==> src/rtl/core/bezier_point_eval_unit_assert.svh <==
// assertion macros for the bezier point evaluator
`ifndef BEZIER_POINT_EVAL_UNIT_ASSERT_SVH
`define BEZIER_POINT_EVAL_UNIT_ASSERT_SVH

// same-cycle implication, checked out of reset
`define BPE_ASSERT_NOW(label, ante, cons, msg) \
    label: assert property (@(posedge i_clk) disable iff (!i_rst_n) \
        (ante) |-> (cons)) else $error(msg);

// next-cycle implication, checked out of reset
`define BPE_ASSERT_NEXT(label, ante, cons, msg) \
    label: assert property (@(posedge i_clk) disable iff (!i_rst_n) \
        (ante) |=> (cons)) else $error(msg);

`endif

==> src/rtl/core/bpe_pkg.sv <==
// shared constants, control word and microcode rom of the bezier point evaluator
package bpe_pkg;

    localparam int MAX_POINTS = 16;
    localparam int ADDR_W     = $clog2(MAX_POINTS);
    localparam int CNT_W      = $clog2(MAX_POINTS + 1);
    localparam int COORD_W    = 24;
    localparam int T_W        = 17;
    localparam int DIFF_W     = COORD_W + 1;
    localparam int PROD_W     = DIFF_W + T_W + 1;
    localparam int FRAC_T     = 16;
    localparam int STEP_W     = 3;

    localparam logic [T_W-1:0]    T_ONE    = T_W'(65536);
    localparam logic [PROD_W-1:0] T_HALF   = PROD_W'(32768);

    // microprogram addresses
    localparam logic [STEP_W-1:0] S_IDLE  = 3'd0;
    localparam logic [STEP_W-1:0] S_START = 3'd1;
    localparam logic [STEP_W-1:0] S_LD0   = 3'd2;
    localparam logic [STEP_W-1:0] S_RDQ   = 3'd3;
    localparam logic [STEP_W-1:0] S_MUL   = 3'd4;
    localparam logic [STEP_W-1:0] S_ADD   = 3'd5;
    localparam logic [STEP_W-1:0] S_OUT   = 3'd6;
    localparam logic [STEP_W-1:0] S_LVL   = 3'd7;

    typedef enum logic [1:0] {
        RD_ZERO = 2'd0,
        RD_IDX1 = 2'd1,
        RD_IDX2 = 2'd2
    } t_rd_sel;

    typedef enum logic [2:0] {
        C_ALWAYS   = 3'd0,
        C_IN_LAST  = 3'd1,
        C_LVL_LE1  = 3'd2,
        C_ROW_DONE = 3'd3,
        C_OUT_FREE = 3'd4
    } t_cond;

    typedef struct packed {
        logic              in_ready;
        t_rd_sel           rd_sel;
        logic              ld_p;
        logic              ld_diff;
        logic              ld_prod;
        logic              wr_en;
        logic              idx_clr;
        logic              idx_inc;
        logic              lvl_dec;
        logic              out_load;
        t_cond             cond;
        logic [STEP_W-1:0] jump_to;
        logic [STEP_W-1:0] seq_to;
    } t_ctl;

    typedef struct packed {
        logic in_last_acc;
        logic lvl_le1;
        logic row_done;
        logic out_free;
    } t_stat;

    function automatic t_ctl ctl_rom(input logic [STEP_W-1:0] step);
        t_ctl c;
        c = '0;
        c.rd_sel  = RD_ZERO;
        c.cond    = C_ALWAYS;
        c.jump_to = S_IDLE;
        c.seq_to  = S_IDLE;
        case (step)
            S_IDLE: begin
                c.in_ready = 1'b1;
                c.cond     = C_IN_LAST;
                c.jump_to  = S_START;
                c.seq_to   = S_IDLE;
            end
            S_START: begin
                c.idx_clr = 1'b1;
                c.cond    = C_LVL_LE1;
                c.jump_to = S_OUT;
                c.seq_to  = S_LD0;
            end
            S_LD0: begin
                c.ld_p    = 1'b1;
                c.rd_sel  = RD_IDX1;
                c.jump_to = S_RDQ;
            end
            S_RDQ: begin
                c.ld_diff = 1'b1;
                c.jump_to = S_MUL;
            end
            S_MUL: begin
                c.ld_prod = 1'b1;
                c.jump_to = S_ADD;
            end
            S_ADD: begin
                c.wr_en   = 1'b1;
                c.idx_inc = 1'b1;
                c.rd_sel  = RD_IDX2;
                c.cond    = C_ROW_DONE;
                c.jump_to = S_LVL;
                c.seq_to  = S_RDQ;
            end
            S_OUT: begin
                c.out_load = 1'b1;
                c.cond     = C_OUT_FREE;
                c.jump_to  = S_IDLE;
                c.seq_to   = S_OUT;
            end
            S_LVL: begin
                c.lvl_dec = 1'b1;
                c.jump_to = S_START;
            end
            default: begin
                c.jump_to = S_IDLE;
            end
        endcase
        return c;
    endfunction

endpackage

==> src/rtl/core/bezier_point_eval_unit.sv <==
// top level of the bezier point evaluator (de casteljau)
// Evaluates one point of a Bezier curve by de Casteljau's method. Control points
// come in one item per cycle on the s_axis side and are written to a 16-entry
// point store; the item with s_axis_tlast high also carries t (unsigned Q1.16,
// values above 1.0 clamp to 1.0). After that item the block stops taking input
// and a microcoded sequencer walks the store level by level, replacing each
// adjacent pair p, q by p + (q - p) * t rounded to nearest (halves up), until one
// point is left; that point leaves on m_axis with tuser set when points beyond
// the store depth were dropped. The evaluation runs on the one shared
// interpolation step per coordinate, which needs three microcode steps (store
// read, multiply, round and write back) that run one after another with no
// overlap between pairs. Input is held off during reset. A finished result
// waits in the output register while the next curve's points are already
// being loaded.
`include "bezier_point_eval_unit_assert.svh"

module bezier_point_eval_unit import bpe_pkg::*; (
    input  logic        i_clk,
    input  logic        i_rst_n,
    // input items: control points
    input  logic        s_axis_tvalid,
    output logic        s_axis_tready,
    input  logic [71:0] s_axis_tdata,   // point_x[23:0], point_y[47:24], curve_param[64:48], zero
    input  logic        s_axis_tlast,   // last_point
    // result items: evaluated curve point
    output logic        m_axis_tvalid,
    input  logic        m_axis_tready,
    output logic [47:0] m_axis_tdata,   // curve_x[23:0], curve_y[47:24]
    output logic        m_axis_tuser    // too_many_points
);

    t_ctl              ctl;
    t_stat             stat;
    logic [STEP_W-1:0] step;

    // input unpacking
    logic [COORD_W-1:0] in_x;
    logic [COORD_W-1:0] in_y;
    logic [T_W-1:0]     in_t;
    logic               in_acc;
    logic               room;
    logic               store;

    // curve bookkeeping
    logic [CNT_W-1:0]  r_cnt;
    logic              r_ovf;
    logic [CNT_W-1:0]  r_lvl;
    logic [T_W-1:0]    r_t;
    logic [ADDR_W-1:0] r_idx;
    logic [CNT_W-1:0]  pair_end;

    // output register
    logic               r_out_valid;
    logic [COORD_W-1:0] r_out_x;
    logic [COORD_W-1:0] r_out_y;
    logic               r_out_flag;
    logic               out_free;
    logic               out_fire;

    logic [COORD_W-1:0] lane_x;
    logic [COORD_W-1:0] lane_y;

    // assertion helpers
    logic               lvl_ok;
    logic               out_done;

    assign in_x  = s_axis_tdata[23:0];
    assign in_y  = s_axis_tdata[47:24];
    assign in_t  = s_axis_tdata[64:48];

    // no item is taken while reset is held
    assign s_axis_tready = ctl.in_ready & i_rst_n;
    assign in_acc        = s_axis_tvalid & s_axis_tready;
    // a point that finds the store full is dropped and only flags the curve
    assign room          = (r_cnt != CNT_W'(MAX_POINTS));
    assign store         = in_acc & room;

    assign out_free = ~r_out_valid | m_axis_tready;
    assign out_fire = ctl.out_load & out_free;

    // last pair of a level is at idx = lvl - 2
    assign pair_end = CNT_W'(r_idx) + CNT_W'(2);

    assign stat.in_last_acc = in_acc & s_axis_tlast;
    assign stat.lvl_le1     = (r_lvl <= CNT_W'(1));
    assign stat.row_done    = (pair_end == r_lvl);
    assign stat.out_free    = out_free;

    bpe_seq u_seq (
        .i_clk   (i_clk),
        .i_rst_n (i_rst_n),
        .i_stat  (stat),
        .o_ctl   (ctl),
        .o_step  (step)
    );

    bpe_lane u_lane_x (
        .i_clk     (i_clk),
        .i_ctl     (ctl),
        .i_ld_wr   (store),
        .i_ld_addr (r_cnt[ADDR_W-1:0]),
        .i_ld_data (in_x),
        .i_idx     (r_idx),
        .i_t       (r_t),
        .o_rd_data (lane_x)
    );

    bpe_lane u_lane_y (
        .i_clk     (i_clk),
        .i_ctl     (ctl),
        .i_ld_wr   (store),
        .i_ld_addr (r_cnt[ADDR_W-1:0]),
        .i_ld_data (in_y),
        .i_idx     (r_idx),
        .i_t       (r_t),
        .o_rd_data (lane_y)
    );

    // point count and drop flag, both cleared when the result is taken over
    always_ff @(posedge i_clk) begin
        if (!i_rst_n) begin
            r_cnt <= '0;
            r_ovf <= 1'b0;
        end else if (out_fire) begin
            r_cnt <= '0;
            r_ovf <= 1'b0;
        end else begin
            if (store) begin
                r_cnt <= r_cnt + CNT_W'(1);
            end
            if (in_acc && !room) begin
                r_ovf <= 1'b1;
            end
        end
    end

    // level length, clamped t and pair index of the running evaluation
    always_ff @(posedge i_clk) begin
        if (stat.in_last_acc) begin
            r_lvl <= room ? r_cnt + CNT_W'(1) : r_cnt;
            r_t   <= (in_t > T_ONE) ? T_ONE : in_t;
        end else if (ctl.lvl_dec) begin
            r_lvl <= r_lvl - CNT_W'(1);
        end
        if (ctl.idx_clr) begin
            r_idx <= '0;
        end else if (ctl.idx_inc) begin
            r_idx <= r_idx + ADDR_W'(1);
        end
    end

    // result register: entry 0 of the store holds the point at the end
    always_ff @(posedge i_clk) begin
        if (!i_rst_n) begin
            r_out_valid <= 1'b0;
        end else if (out_fire) begin
            r_out_valid <= 1'b1;
        end else if (m_axis_tready) begin
            r_out_valid <= 1'b0;
        end
    end

    always_ff @(posedge i_clk) begin
        if (out_fire) begin
            r_out_x    <= lane_x;
            r_out_y    <= lane_y;
            r_out_flag <= r_ovf;
        end
    end

    assign m_axis_tvalid = r_out_valid;
    assign m_axis_tdata  = {r_out_y, r_out_x};
    assign m_axis_tuser  = r_out_flag;

    assign lvl_ok   = (r_lvl != '0) && (r_lvl <= CNT_W'(MAX_POINTS));
    assign out_done = (r_cnt == '0) && !r_ovf && m_axis_tvalid;

    `BPE_ASSERT_NOW(a_cnt_bound, 1'b1, r_cnt <= CNT_W'(MAX_POINTS), "count above store depth")
    `BPE_ASSERT_NOW(a_lvl_live, step != S_IDLE, lvl_ok, "level length out of range")
    `BPE_ASSERT_NEXT(a_start, stat.in_last_acc, step == S_START, "evaluation not started")
    `BPE_ASSERT_NEXT(a_clear, out_fire, out_done, "curve state not cleared on result")

endmodule

==> src/rtl/core/bpe_ram.sv <==
// generic single-write, single-read ram with registered read data
module bpe_ram #(
    parameter int WIDTH = 24,
    parameter int DEPTH = 16
) (
    input  logic                     i_clk,
    input  logic                     i_wr_en,
    input  logic [$clog2(DEPTH)-1:0] i_wr_addr,
    input  logic [WIDTH-1:0]         i_wr_data,
    input  logic [$clog2(DEPTH)-1:0] i_rd_addr,
    output logic [WIDTH-1:0]         o_rd_data
);

    logic [WIDTH-1:0] r_mem [DEPTH];
    logic [WIDTH-1:0] r_rd_data;

    always_ff @(posedge i_clk) begin
        if (i_wr_en) begin
            r_mem[i_wr_addr] <= i_wr_data;
        end
        r_rd_data <= r_mem[i_rd_addr];
    end

    assign o_rd_data = r_rd_data;

endmodule

==> src/rtl/core/bpe_lane.sv <==
// one coordinate lane: point store plus the shared interpolation datapath
module bpe_lane import bpe_pkg::*; (
    input  logic               i_clk,
    input  t_ctl               i_ctl,
    input  logic               i_ld_wr,
    input  logic [ADDR_W-1:0]  i_ld_addr,
    input  logic [COORD_W-1:0] i_ld_data,
    input  logic [ADDR_W-1:0]  i_idx,
    input  logic [T_W-1:0]     i_t,
    output logic [COORD_W-1:0] o_rd_data
);

    logic [ADDR_W-1:0]         rd_addr;
    logic [COORD_W-1:0]        rd_data;
    logic                      wr_en;
    logic [ADDR_W-1:0]         wr_addr;
    logic [COORD_W-1:0]        wr_data;

    logic signed [COORD_W-1:0] r_p;
    logic signed [COORD_W-1:0] r_base;
    logic signed [DIFF_W-1:0]  r_diff;
    logic signed [PROD_W-1:0]  r_prod;

    logic signed [DIFF_W-1:0]  n_diff;
    logic signed [PROD_W-1:0]  n_prod;
    logic [PROD_W-1:0]         rnd;
    logic signed [PROD_W-FRAC_T-1:0] step_sum;
    logic signed [PROD_W-FRAC_T-1:0] interp;

    always_comb begin
        case (i_ctl.rd_sel)
            RD_IDX1: rd_addr = i_idx + ADDR_W'(1);
            RD_IDX2: rd_addr = i_idx + ADDR_W'(2);
            default: rd_addr = '0;
        endcase
    end

    // q - p, then (q - p) * t, then p + round(product / 2^16)
    assign n_diff   = $signed({rd_data[COORD_W-1], rd_data}) - $signed({r_p[COORD_W-1], r_p});
    assign n_prod   = r_diff * $signed({1'b0, i_t});
    assign rnd      = r_prod + T_HALF;
    assign step_sum = $signed(rnd[PROD_W-1:FRAC_T]);
    assign interp   = $signed({{(PROD_W-FRAC_T-COORD_W){r_base[COORD_W-1]}}, r_base}) + step_sum;

    assign wr_en   = i_ld_wr | i_ctl.wr_en;
    assign wr_addr = i_ld_wr ? i_ld_addr : i_idx;
    assign wr_data = i_ld_wr ? i_ld_data : interp[COORD_W-1:0];

    always_ff @(posedge i_clk) begin
        if (i_ctl.ld_p) begin
            r_p <= rd_data;
        end
        if (i_ctl.ld_diff) begin
            r_diff <= n_diff;
            r_base <= r_p;
            r_p    <= rd_data;
        end
        if (i_ctl.ld_prod) begin
            r_prod <= n_prod;
        end
    end

    bpe_ram #(
        .WIDTH (COORD_W),
        .DEPTH (MAX_POINTS)
    ) u_store (
        .i_clk     (i_clk),
        .i_wr_en   (wr_en),
        .i_wr_addr (wr_addr),
        .i_wr_data (wr_data),
        .i_rd_addr (rd_addr),
        .o_rd_data (rd_data)
    );

    assign o_rd_data = rd_data;

endmodule

==> src/rtl/core/bpe_seq.sv <==
// microcode sequencer: step counter, control rom and conditional jumps
module bpe_seq import bpe_pkg::*; (
    input  logic              i_clk,
    input  logic              i_rst_n,
    input  t_stat             i_stat,
    output t_ctl              o_ctl,
    output logic [STEP_W-1:0] o_step
);

    logic [STEP_W-1:0] r_step;
    logic [STEP_W-1:0] n_step;
    t_ctl              ctl;
    logic              take;

    assign ctl = ctl_rom(r_step);

    always_comb begin
        case (ctl.cond)
            C_ALWAYS:   take = 1'b1;
            C_IN_LAST:  take = i_stat.in_last_acc;
            C_LVL_LE1:  take = i_stat.lvl_le1;
            C_ROW_DONE: take = i_stat.row_done;
            C_OUT_FREE: take = i_stat.out_free;
            default:    take = 1'b1;
        endcase
        n_step = take ? ctl.jump_to : ctl.seq_to;
    end

    always_ff @(posedge i_clk) begin
        if (!i_rst_n) begin
            r_step <= S_IDLE;
        end else begin
            r_step <= n_step;
        end
    end

    assign o_ctl  = ctl;
    assign o_step = r_step;

endmodule
==> config.mk <==
export PLATFORM = sky130hd
export DESIGN_NAME = bezier_point_eval_unit
export DESIGN_NICKNAME = d
export VERILOG_FILES = /design/src/rtl/core/bpe_pkg.sv /design/src/rtl/core/bezier_point_eval_unit.sv /design/src/rtl/core/bpe_ram.sv /design/src/rtl/core/bpe_lane.sv /design/src/rtl/core/bpe_seq.sv
export VERILOG_INCLUDE_DIRS = /design/src /design/src/rtl/core
export SDC_FILE = /design/constraint.sdc
export NUM_CORES = 2
export LEC_CHECK = 0
export ABC_AREA = 1
export BUFFER_PORTS_ARGS = -buffer_cell sky130_fd_sc_hd__buf_4
export CELL_PAD_IN_SITES_DETAIL_PLACEMENT = 0
export CELL_PAD_IN_SITES_GLOBAL_PLACEMENT = 1
export CORE_ASPECT_RATIO = 0.9
export CORE_MARGIN = 4
export CORE_UTILIZATION = 42
export DETAILED_ROUTE_END_ITERATION = 10
export GPL_ROUTABILITY_DRIVEN = 0
export PLACE_DENSITY_LB_ADDON = 0.1
export SLEW_MARGIN = 20
export SYNTH_ARGS = -nofsm -noshare
export SYNTH_HDL_FRONTEND = slang
export SYNTH_SLANG_ARGS = --single-unit
==> constraint.sdc <==
create_clock -name i_clk -period 6.8 [get_ports i_clk]
set_clock_uncertainty 0.15 [all_clocks]
set_input_delay 1.36 -clock i_clk [delete_from_list [all_inputs] [get_ports i_clk]]
set_output_delay 1.36 -clock i_clk [all_outputs]
set_load 0.02 [all_outputs]
== Yosys cells after proc, flatten, opt, wreduce, memory -nomap -nowiden ==
Memories as Yosys holds them, arrays and structs flattened. A register that Yosys moved wholly into a read port is not among the register bits.
Cells that the tools add are included.
Storage, ports and cells
  word-level logic and storage cells: 96
  bits in writable memories: 768
  memories kept: 2
  output and inout bits: 51
  register bits: 311
  input bits: 77
Operators by class
  $lt $le $gt $ge: 2
  add/subtract/negate cells: 11
  $mul: 2
  bitwise operators: 9
  reduce and logical (&&, ||, !) cells: 8
  eq/ne operators: 15
  mux-type cells: 29
Memories
  u_lane_x.u_store.r_mem: words 16, bits a word 24, read ports 1, clocked after memory_dff 1, wr ports 1, RTL line bpe_ram.sv:14  | logic [WIDTH-1:0] r_mem [DEPTH];
  u_lane_y.u_store.r_mem: words 16, bits a word 24, read ports 1, clocked after memory_dff 1, wr ports 1, RTL line bpe_ram.sv:14
Operator list (count)
  $mux 24: 6
  $add 40x16->40 const B: 2
  $mul 25x18->40: 2
  $sub 24x24->25: 2
  $add 24x24->24: 2
  $pmux 3 s7: 1
  $gt 17x17->1 const B: 1
  $eq 3x3->1 const B: 5
  $mux 5: 3
  $eq 3x2->1 const B: 4
  $mux 1: 12
  $pmux 3 s4: 1
  $pmux 3 s3: 1
  $pmux 4 s2: 1
  $eq 3x1->1 const B: 2
  $reduce_bool 2->1: 3
  $add 4x2->5 const B: 1
  $add 5x1->5 const B: 1
  $and 1x1->1: 5
  $eq 5x5->1: 1
  $le 5x1->1 const B: 1
  $ne 5x5->1 const B: 1
  $sub 5x1->5 const B: 1
  $add 4x1->4 const B: 1
  13 further kinds: 16

== Depth between registers and ports, before layout ==
  depth after elaboration: 8
  depth in mapped cells: 31
  gate-level depth less buffers: 29

== By module ==
From an unflattened synthesis, not the netlist that was laid out.
Second synthesis, totals
  cell total of the unflattened synthesis: 9423
  area total of the unflattened synthesis: 82430.3 µm²
Modules (own cells, without submodules)
  bpe_ram: instances 2, sequential area each 12011.5 µm², cells an instance 1597, area each 16951.3 µm²
  bpe_lane (u_lane_x): instances 1, sequential area each 2942.8 µm², cells an instance 2982, area each 22545.4 µm²
  bpe_lane (u_lane_y): instances 1, sequential area each 2942.8 µm², cells an instance 2938, area each 22399.0 µm²
  bezier_point_eval_unit: instances 1, sequential area each 2352.3 µm², cells an instance 250, area each 3238.1 µm²
  bpe_seq: instances 1, sequential area each 60.1 µm², cells an instance 59, area each 345.3 µm²

== Least setup slack after synthesis ==
Ideal clock, no wire load.
  kind: register -> register
  start: reg u_lane_y.r_diff[24]
  end: reg u_lane_y.r_prod[39] (data pin)
  path slack: 1.019 ns
  path buffers: 2
  period minus slack after synthesis: 5.781 ns
  setup time: 0.252 ns
  required time: 6.398 ns
  stages on the path, launching flop included: 23
  arrival time: 5.379 ns
  cell sequence: edfxtp_1 clkbuf_1 clkbuf_1 nand2_1 fa_1 fa_1 inv_1 fa_1 fa_1 fa_1 inv_1 fa_1 inv_1 ha_1 nand2_1 nor2_1 nand2_1 nor2_1 nand3_1 nand3_1 inv_1 nand2_1 nand2_1
Between the ends
  longest elaborated chain between the ends: 1
Ends and longest elaborated chain
  from (decl): RTL line bpe_lane.sv:21  | logic signed [DIFF_W-1:0] r_diff;
  from (signal assigned): RTL line bpe_lane.sv:54  | r_diff <= n_diff;
  $mul 25x18->40: RTL line bpe_lane.sv:40  | assign n_prod = r_diff * $signed({1'b0, i_t});
  net u_lane_y.n_prod[39]: RTL line bpe_lane.sv:25  | logic signed [PROD_W-1:0] n_prod;
  to (signal assigned): RTL line bpe_lane.sv:59  | r_prod <= n_prod;
  to (decl): RTL line bpe_lane.sv:22  | logic signed [PROD_W-1:0] r_prod;
The timed path passes the listed nets, and every way through them passes these cells.
A chain may end at the register's enable or synchronous reset.

== Worst setup path in the final report ==
  start: reg u_lane_y.r_diff[11]
  end: reg u_lane_y.r_prod[22] (data pin)
Same word-level chain as after synthesis.

==> flow_summary_export.csv <==
group,metric,value,unit
yosys,synth_adder_area_share,24.4,%
floorplanning,die_h,422,um
worst_setup_path,crit_type,"register to register",
cts,cts_tree,"done",
sta,grt_setup_unrepaired,"false",
hold_path,hold_class,"register to register",
worst_setup_path,path_cells,"nand2_1 -> fa_1 -> fa_1 -> fa_1 -> inv_1 -> fa_1 -> fa_1 -> inv_1 -> fa_1 -> inv_1 -> ha_1 -> a21oi_1 -> a21boi_0 -> nor2_1 -> nor2_1 -> nand2_1 -> nand2_1 -> nand2_1 -> nand2_1 -> nand2_1",
sta,finalHoldViolations,0,
cts,cts_root_buf,"clkbuf_16",
placed_design,io_buffers,120,
yosys,synthXorXnorAreaFrac,1.57,%
cts,clk-insertion-delay-late,0.78,ns
yosys,synth_top_family_by_area,"adder cells",
worst_setup_path,slowest_stage,"edfxtp_1",
yosys,synth_compound_area_share,6.02,%
global_route,grt.overflow.total,0,
floorplanning,initial_core_util,42.3,%
cts,h-tree-depth,3,
floorplanning,core,189000,um^2
global_route,antenna_found_initial,10,
yosys,yosysWarningCount,0,
worst_setup_path,critPathTopFamily,"adder cells",
routing,drt_iter0_drc,4096,
worst_setup_path,path_buf_inv,3,
yosys,synth_nets,9790,
cts,path_clk_slew,0.06,ns
global_route,grt_pass1_wl,351000,um
yosys,synth_mux_area_share,0,%
cts,post_cts_buffers,0,
placed_design,dp_hpwl,164000,um
routing,vias_per_cell,5.00,
routing,wirelength,228000,um
floorplanning,ioPinCount,128,
yosys,ys_ff_latch,1097,
worst_setup_path,crit_required,7.07,ns
cells_and_area,synthToLayoutAreaGrowth,10.5,%
hold_path,min_from,"u_lane_y.r_p[21]",
yosys,synth-simple-area-share,16.3,%
sta,setup_viol_count_final,0,
sta,post-route-period-util,95.6,%
worst_setup_path,crit_path_max_fanout,17,
yosys,yosysMostFrequentCell,"nand2_1",
sta,drv_slew,0,
cells_and_area,final_nets,9838,
worst_setup_path,max_stage_delay,0.93,ns
routing,vias,56500,
yosys,synth.avg_cell_area,9.25,um^2
global_route,grt_pass1_vias,56900,
global_route,grt_start_max_net_pins,188,
routing,wl_per_cell,20.2,um
worst_setup_path,startpoint,"u_lane_y.r_diff[11]",
yosys,yosys.area.top_type_share,38.9,%
yosys,yosysTopAreaCell,"edfxtp_1",
sta,fin_tns_setup,0,ns
floorplanning,dieArea,197000,um^2
cells_and_area,drive_gt1_share,6.22,%
job,max_cap_viol_count,0,
yosys,synthArstFlopShare,0,%
yosys,synth_edf_count,1035,
cts,clkSinkCount,1097,
cts,hold_buffers,0,
worst_setup_path,end_kind,"register",
global_route,grtUsageTotal,23.3,%
yosys,yosysUniqueCellTypes,44,
yosys,synthFlopType,"edfxtp_1",
yosys,synth.yosys.seq_area_share,40.5,%
cts,post_cts_resized,0,
routing,drtPass1Iterations,5,
worst_setup_path,arrival,6.77,ns
sta,fin_crit,6.50,ns
routing,drtAntennaViolNets,0,
cts,cts_buffers,117,
yosys,synthTopCellsByCount,"nand2_1, inv_1, edfxtp_1",
sta,slew-limit-headroom,28.9,%
status,status,"completed",
cts,cts_buffer_depth,3,
floorplanning,die_x,468,um
yosys,synth_area_leaders,"edfxtp_1, fa_1, nand2_1, inv_1, ha_1",
sta,worst_pin_slew,1.07,ns
yosys,netlist_area,79900,um^2
sta,fmax,0.154,GHz
floorplanning,rows,151,
worst_setup_path,r2r_start,"u_lane_y.r_diff[11]",
worst_setup_path,critPathLaunchType,"register",
routing,drcViolationCount,0,
yosys,syn_inst,8631,
metrics by stage:
step           instances  instance area (um^2)  setup slack, ns  hold slack, ns  util, %
2_1_floorplan       8631                 79900             1.02           0.259        -
3_3_place_gp       11100                 84300            0.364           0.266     44.7
3_5_place_dp       11100                 84400            0.350           0.280     44.7
4_1_cts            11300                 88200            0.308           0.257     46.8
5_1_grt            11300                 88200          0.00470           0.274     46.8
6_report           11300                 88300            0.300           0.259     46.8
final cells by class:
type / count / area [um^2]
diodes: 4 / 10.0
clock buffers: 145 / 3080
clock inverters: 76 / 790
fillers: 18100 / 100000
inverters: 2005 / 7530
multi-input cells: 5162 / 38800
flip-flops and latches: 1097 / 32300
well taps: 2524 / 3160
repair buffers: 296 / 2610
sequential cells by signal, indices dropped and copies added (netlist names), 17 cells and up:
| signal | flops |
|---|---|
| u_lane_x.u_store.r_mem | 384 |
| u_lane_y.u_store.r_mem | 384 |
| u_lane_x.r_diff | 25 |
| u_lane_x.r_prod | 25 |
| u_lane_y.r_diff | 25 |
| u_lane_y.r_prod | 25 |
| r_out_x | 24 |
| r_out_y | 24 |
| u_lane_x.r_base | 24 |
| u_lane_x.r_p | 24 |
| u_lane_x.u_store.o_rd_data | 24 |
| u_lane_y.r_base | 24 |
| u_lane_y.r_p | 24 |
| u_lane_y.u_store.o_rd_data | 24 |
| r_t | 17 |
cell families (layout without fill, tap and decap cells):
kind of cell               after synthesis  count (layout)
and+or+nand+nor                       3187            3187
buffers and inverters                 2372            2522
DFF                                   1097            1097
adders and majority gates             1082            1082
AOI/OAI and AO/OA                      750             750
xor gates and xnor gates               143             143
other                                    0               4
metal layers:
metal	vias to the layer above	track usage [%]	part of all wire [%]
li1	27000	-	-
met1	28100	33.2	46
met2	1177	38.6	47
met3	242	2.47	4.4
met4	0	5.00	2.2
met5	-	0	0
worst paths after layout:
kind	endpoint	slack, ns	depth (start not counted)
min	u_lane_y.r_base[21]	0.26	0
min reg2reg	u_lane_y.r_base[21]	0.26	0
max	u_lane_y.r_prod[22]	0.30	20
max reg2reg	u_lane_y.r_prod[22]	0.30	20
cell usage in the layout, fill, tap and decap left out, drive strengths merged:
master and count:
a211oi 3, a21boi 6, a21o 12, a21oi 199, a22oi 2, a31o 1
a31oi 11, and2 3, and3 5, buf 296, bufinv 9, clkbuf 145
clkinv 55, clkinvlp 7, dfxtp 62, diode 4, edfxtp 1035, fa 792
ha 290, inv 2010, nand2 2195, nand3 479, nand3b 12, nand4 44
nor2 325, nor3 53, nor4 13, o211a 1, o211ai 346, o21a 7
o21ai 125, o21bai 27, o22ai 5, o31ai 4, o32ai 1, or2 58
xnor2 59, xor2 84
Power is left out: the tool's default activity adds up to more than one toggle a clock period on the data nets, which glitch-free logic cannot reach.
